**config.mk**
```make
export PLATFORM = sky130hd
export DESIGN_NAME = tcmq_ram
export DESIGN_NICKNAME = d
export VERILOG_FILES = /design/src/design/two_class_multi_queue_core_defines.svh /design/src/design/tcmq_ram.sv
export SDC_FILE = /design/constraint.sdc
export NUM_CORES = 1
export LEC_CHECK = 0
export BUFFER_PORTS_ARGS = -buffer_cell sky130_fd_sc_hd__buf_2
export CELL_PAD_IN_SITES_DETAIL_PLACEMENT = 0
export CELL_PAD_IN_SITES_GLOBAL_PLACEMENT = 1
export CORE_MARGIN = 8
export CORE_UTILIZATION = 35
export CTS_BUF_LIST = sky130_fd_sc_hd__clkbuf_4 sky130_fd_sc_hd__clkbuf_8 sky130_fd_sc_hd__clkbuf_16
export DETAILED_ROUTE_END_ITERATION = 12
export PLACE_DENSITY = 0.67
export SYNTH_ARGS = -nofsm -noshare
export SYNTH_HDL_FRONTEND = slang
export SYNTH_SLANG_ARGS = --single-unit
```
**constraint.sdc**
```tcl
create_clock -name i_clk -period 2.1 [get_ports i_clk]
set_input_delay 0.21 -clock i_clk [delete_from_list [all_inputs] [get_ports i_clk]]
set_output_delay 0.21 -clock i_clk [all_outputs]
set_load 0.05 [all_outputs]
```
**src/design/two_class_multi_queue_core_defines.svh**
```systemverilog
// Assertion macros used by the core design file.
`ifndef TWO_CLASS_MULTI_QUEUE_CORE_DEFINES_SVH
`define TWO_CLASS_MULTI_QUEUE_CORE_DEFINES_SVH

// Check prop on every rising edge outside reset.
`define TCMQ_ASSERT_RST(lbl, clk, rst_n, prop, msg) \
    lbl: assert property (@(posedge clk) disable iff (!rst_n) prop) else $error(msg);

// Check prop on every rising edge, reset included.
`define TCMQ_ASSERT_ALL(lbl, clk, prop, msg) \
    lbl: assert property (@(posedge clk) prop) else $error(msg);

`endif

```
**src/design/tcmq_ram.sv**
```systemverilog
`timescale 1ns / 1ps

module tcmq_ram #(
    parameter int WIDTH = 8,
    parameter int DEPTH = 16
) (
    input  logic                                    i_clk,
    input  logic                                    i_we,
    input  logic [((DEPTH > 1) ? $clog2(DEPTH) : 1)-1:0] i_waddr,
    input  logic [WIDTH-1:0]                        i_wdata,
    input  logic [((DEPTH > 1) ? $clog2(DEPTH) : 1)-1:0] i_raddr,
    output logic [WIDTH-1:0]                        o_rdata
);

    logic [WIDTH-1:0] r_mem [DEPTH];
    logic [WIDTH-1:0] r_rdata;

    always_ff @(posedge i_clk) begin
        if (i_we) begin
            r_mem[i_waddr] <= i_wdata;
        end
        r_rdata <= r_mem[i_raddr];
    end

    assign o_rdata = r_rdata;

endmodule

```
==> results list <==
- Result of the run: completed
* Bufs and invs on worst path: 0
- The final-report hold violation count was 0.
* Sequential cell area fraction in the yosys report: around 78%
- Fin Clk Skew: approximately 0.0055 ns
- For this run, the total global-route usage over all layers was measured as a little under an eighth.
* Overall die width: between 100 and 150 µm
- Number of instances resized during post-cts repair: 0
- For this block, the initial DRC count from the detailed router was roughly 190.
- Setup violations remaining at the end of the flow were counted as 0.
* Gr ovfl total: 0
- Synth Warn #: 0
- After detailed routing, the total wire length is around 10,000 µm.
- After layout, the minimum clock period comes to 1.343 ns.
* TNS Setup: 0 ns
- Clock latency on the worst-skew pair: around 0.41 ns
* Most common library cell in the layout ignoring fill and taps: sky130_fd_sc_hd__edfxtp_1
* Total half-perimeter wirelength after legalization and detailed placement: around 6600 µm
* Clk root buf: sky130_fd_sc_hd__clkbuf_16
- Vias in the first global route: 2,563
- Total CTS buffers: 17
- CTS tree: built
- Leakage: 2.139 nW
- After layout, the worst path uses 63.94% of the clock period.
- From bottom edge to top edge, the die measures ~140 µm.
* Post-synthesis cell area: between 5000 and 6000 µm²
- Of all cell types, the one taking the most synthesized area is sky130_fd_sc_hd__edfxtp_1.
- The number of antenna violations at the first check in global routing came to 0.
- Netlist cell types: 19
- The filler cells instantiated in the layout total around 1,200.
- Cells with a size suffix above 1 make up ~33% of the layout.
- In this run the cell area measured after placement is between 5000 and 6000 µm².
* Maxcap violations: 0
- Slowest stage cell on the critical path: sky130_fd_sc_hd__mux4_1
- Worst voltage drop across the vdd grid: approximately 0.66 mV
* Area growth from synthesis to layout: 21.80%
- Number of iterations in the first detailed-routing pass: 4
- Total DRC errors in the routed layout: 0
- Entering global routing, the biggest net connects 22 pins.
- IO Count: 26
* Total setup buffers inserted after CTS: 0
- Count of antenna diodes in the layout: 0
- Number of nets with antenna violations after detailed routing: 0
- The first global-routing pass estimated approximately 15,000 µm of wire.
- CP top delay family: multiplexers
- Hold Crit Class: in2reg
- Initial Utilization: between 30% and 40%
* Most frequent cells in the layout: sky130_fd_sc_hd__edfxtp_1 (128), sky130_fd_sc_hd__buf_2 (25), sky130_fd_sc_hd__buf_4 (19), sky130_fd_sc_hd__mux4_2 (18), sky130_fd_sc_hd__clkbuf_16 (17)
- For the pin with the worst max-slew slack, the measured transition is about 0.43 ns.
- Data arrives at the worst endpoint at between 1.5 and 2 ns.
* Via density: about 4.9
- In this run the mean area of a mapped cell was about 22 µm².
- The H-tree was split into 4 levels.
- The longest clock path from root to sink contains 2 buffers.
* Relative slew slack: between 70 and 80%
- Along the worst path, the maximum fanout reaches 1.
- Setup repair after global routing left no endpoint under its margin.
- Hold-fix buffer count after cts: 0
- After clock tree synthesis, the clock-pin slew on the worst setup and hold paths is around 0.060 ns.
* Power density over cell area: 1038 nW/µm²
* Required @ worst endpoint: 2.38 ns
* Category of the worst setup path capture point: flip-flop
* Cells along the critical path: mux4_1, a22oi_1, nand2_1
- After detailed routing, the average wire length per cell comes to between 20 and 25 µm.
- Overall via count from detail_route: 2,364
* Setup crit start kind: flip-flop
* Number of port buffers: 25
- In this run the core area contains 44 standard-cell rows.
* Final estimated routing congestion in global placement: slightly above 0.7
- Post-route standard cell area excluding fillers: around 6300 µm²
* Path type of the worst setup path: reg2reg
* Max Clock Freq: 744.8 MHz
- Fraction of synthesized cell area taken by the top area cell type: about 75%
* Placeable core region: between 10,000 and 15,000 µm²
- Pins Over Slew Limit: 0
- Die area: 18,840 µm²
- Sorting the synthesized cells by area gives the leading types as sky130_fd_sc_hd__edfxtp_1 (75%), sky130_fd_sc_hd__mux4_2 (7.9%), sky130_fd_sc_hd__mux4_1 (7.1%), sky130_fd_sc_hd__dfxtp_1 (3.1%), sky130_fd_sc_hd__a22oi_1 (2.3%).
- After the last flow step, the layout net total stands at approximately 300.
* Synthesized instance count: about 230
- Counting every sink on the clock net gives 136.
- Flops & latches, synth: about 140
- For this run, the slowest stage of the critical path takes around 0.5 ns.
- Post-Syn Nets: ~250
==> per-stage QoR <==
| step | setup WS (ns) | utilization (%) | std cells | total power [mW] | hold slack (ns) |
|---|---|---|---|---|---|
| final | 0.7573 | 43.30 | 483 | 6.508 | 0.1907 |
| after global placement | 0.3615 | 38.95 | 451 | 3.463 | 0.5949 |
| after global routing | 0.6966 | 43.30 | 483 | 6.700 | 0.1894 |
| after detailed placement | 0.3537 | 38.95 | 451 | 3.472 | 0.6062 |
| after CTS | 0.7493 | 43.30 | 483 | 6.562 | 0.1719 |
| after floorplan | 0.3971 | - | 229 | 3.322 | 0.3089 |
==> synth_stat cells <==
master / instances
sky130_fd_sc_hd__edfxtp_1: 128
sky130_fd_sc_hd__mux4_2: 18
sky130_fd_sc_hd__a22oi_1: 16
sky130_fd_sc_hd__mux4_1: 14
sky130_fd_sc_hd__nor2_1: 13
sky130_fd_sc_hd__nand2_1: 9
sky130_fd_sc_hd__dfxtp_1: 8
sky130_fd_sc_hd__nor3_1: 4
sky130_fd_sc_hd__buf_2: 3
sky130_fd_sc_hd__buf_6: 3
sky130_fd_sc_hd__clkdlybuf4s25_2: 3
sky130_fd_sc_hd__nand2b_1: 2
sky130_fd_sc_hd__nand3b_1: 2
sky130_fd_sc_hd__and2_1: 1
sky130_fd_sc_hd__and2b_1: 1
sky130_fd_sc_hd__buf_4: 1
sky130_fd_sc_hd__nand3_1: 1
sky130_fd_sc_hd__nor2b_1: 1
sky130_fd_sc_hd__or3b_2: 1
==> per-layer routing <==
metal,track usage (%),vias up,share of wire [%]
met5,0,-,0
met4,4.345,0,1.6
met3,4.085,9,6.9
met2,17.57,75,47
met1,15.18,1197,45
li1,-,1083,-
==> layout make-up <==
class | instances | area (µm²) | share of cell area [%]
flip-flops and latches | 136 | 4004 | 63.86
well taps | 184 | 230.2 | 3.672
multi-input cells | 83 | 1057 | 16.86
repair buffers | 48 | 347.8 | 5.548
clock buffers | 18 | 432.9 | 6.905
clock inverters | 14 | 197.7 | 3.153
==> final timing paths <==
kind                         start                endpoint  slack [ns]  cells after the start
max          r_mem[9][4]$_DFFE_PP_      o_rdata[4]$_DFF_P_        0.76                      3
min                     i_wdata[4]  r_mem[13][4]$_DFFE_PP_        0.19                      1
max reg2reg  r_mem[9][4]$_DFFE_PP_      o_rdata[4]$_DFF_P_        0.76                      3
min reg2reg  r_mem[4][0]$_DFFE_PP_      o_rdata[0]$_DFF_P_        0.67                      3
==> kinds of logic (layout without fill, tap and decap cells) <==
| logic type | count (synthesis) | count (layout) | synth area share (%) |
|---|---|---|---|
| simple gates | 35 | 35 | 3.184 |
| compound gates | 16 | 16 | 2.334 |
| flops | 136 | 136 | 77.78 |
| mux | 32 | 32 | 15.02 |
| buf+inv | 10 | 80 | 1.677 |
==> state kept, by name, indices dropped and copies added (netlist names) <==
name,count
r_mem,128
o_rdata,8
==> power breakdown <==
part	leakage (nW)	switching, mW	total (mW)	internal [mW]
clock network	0.306	1.09	3.10	2.01
registers	1.22	0.0201	3.06	3.04
logic	0.609	0.219	0.351	0.132
total	2.14	1.33	6.51	5.18
Note: power is estimated with default switching activity, not from simulation.
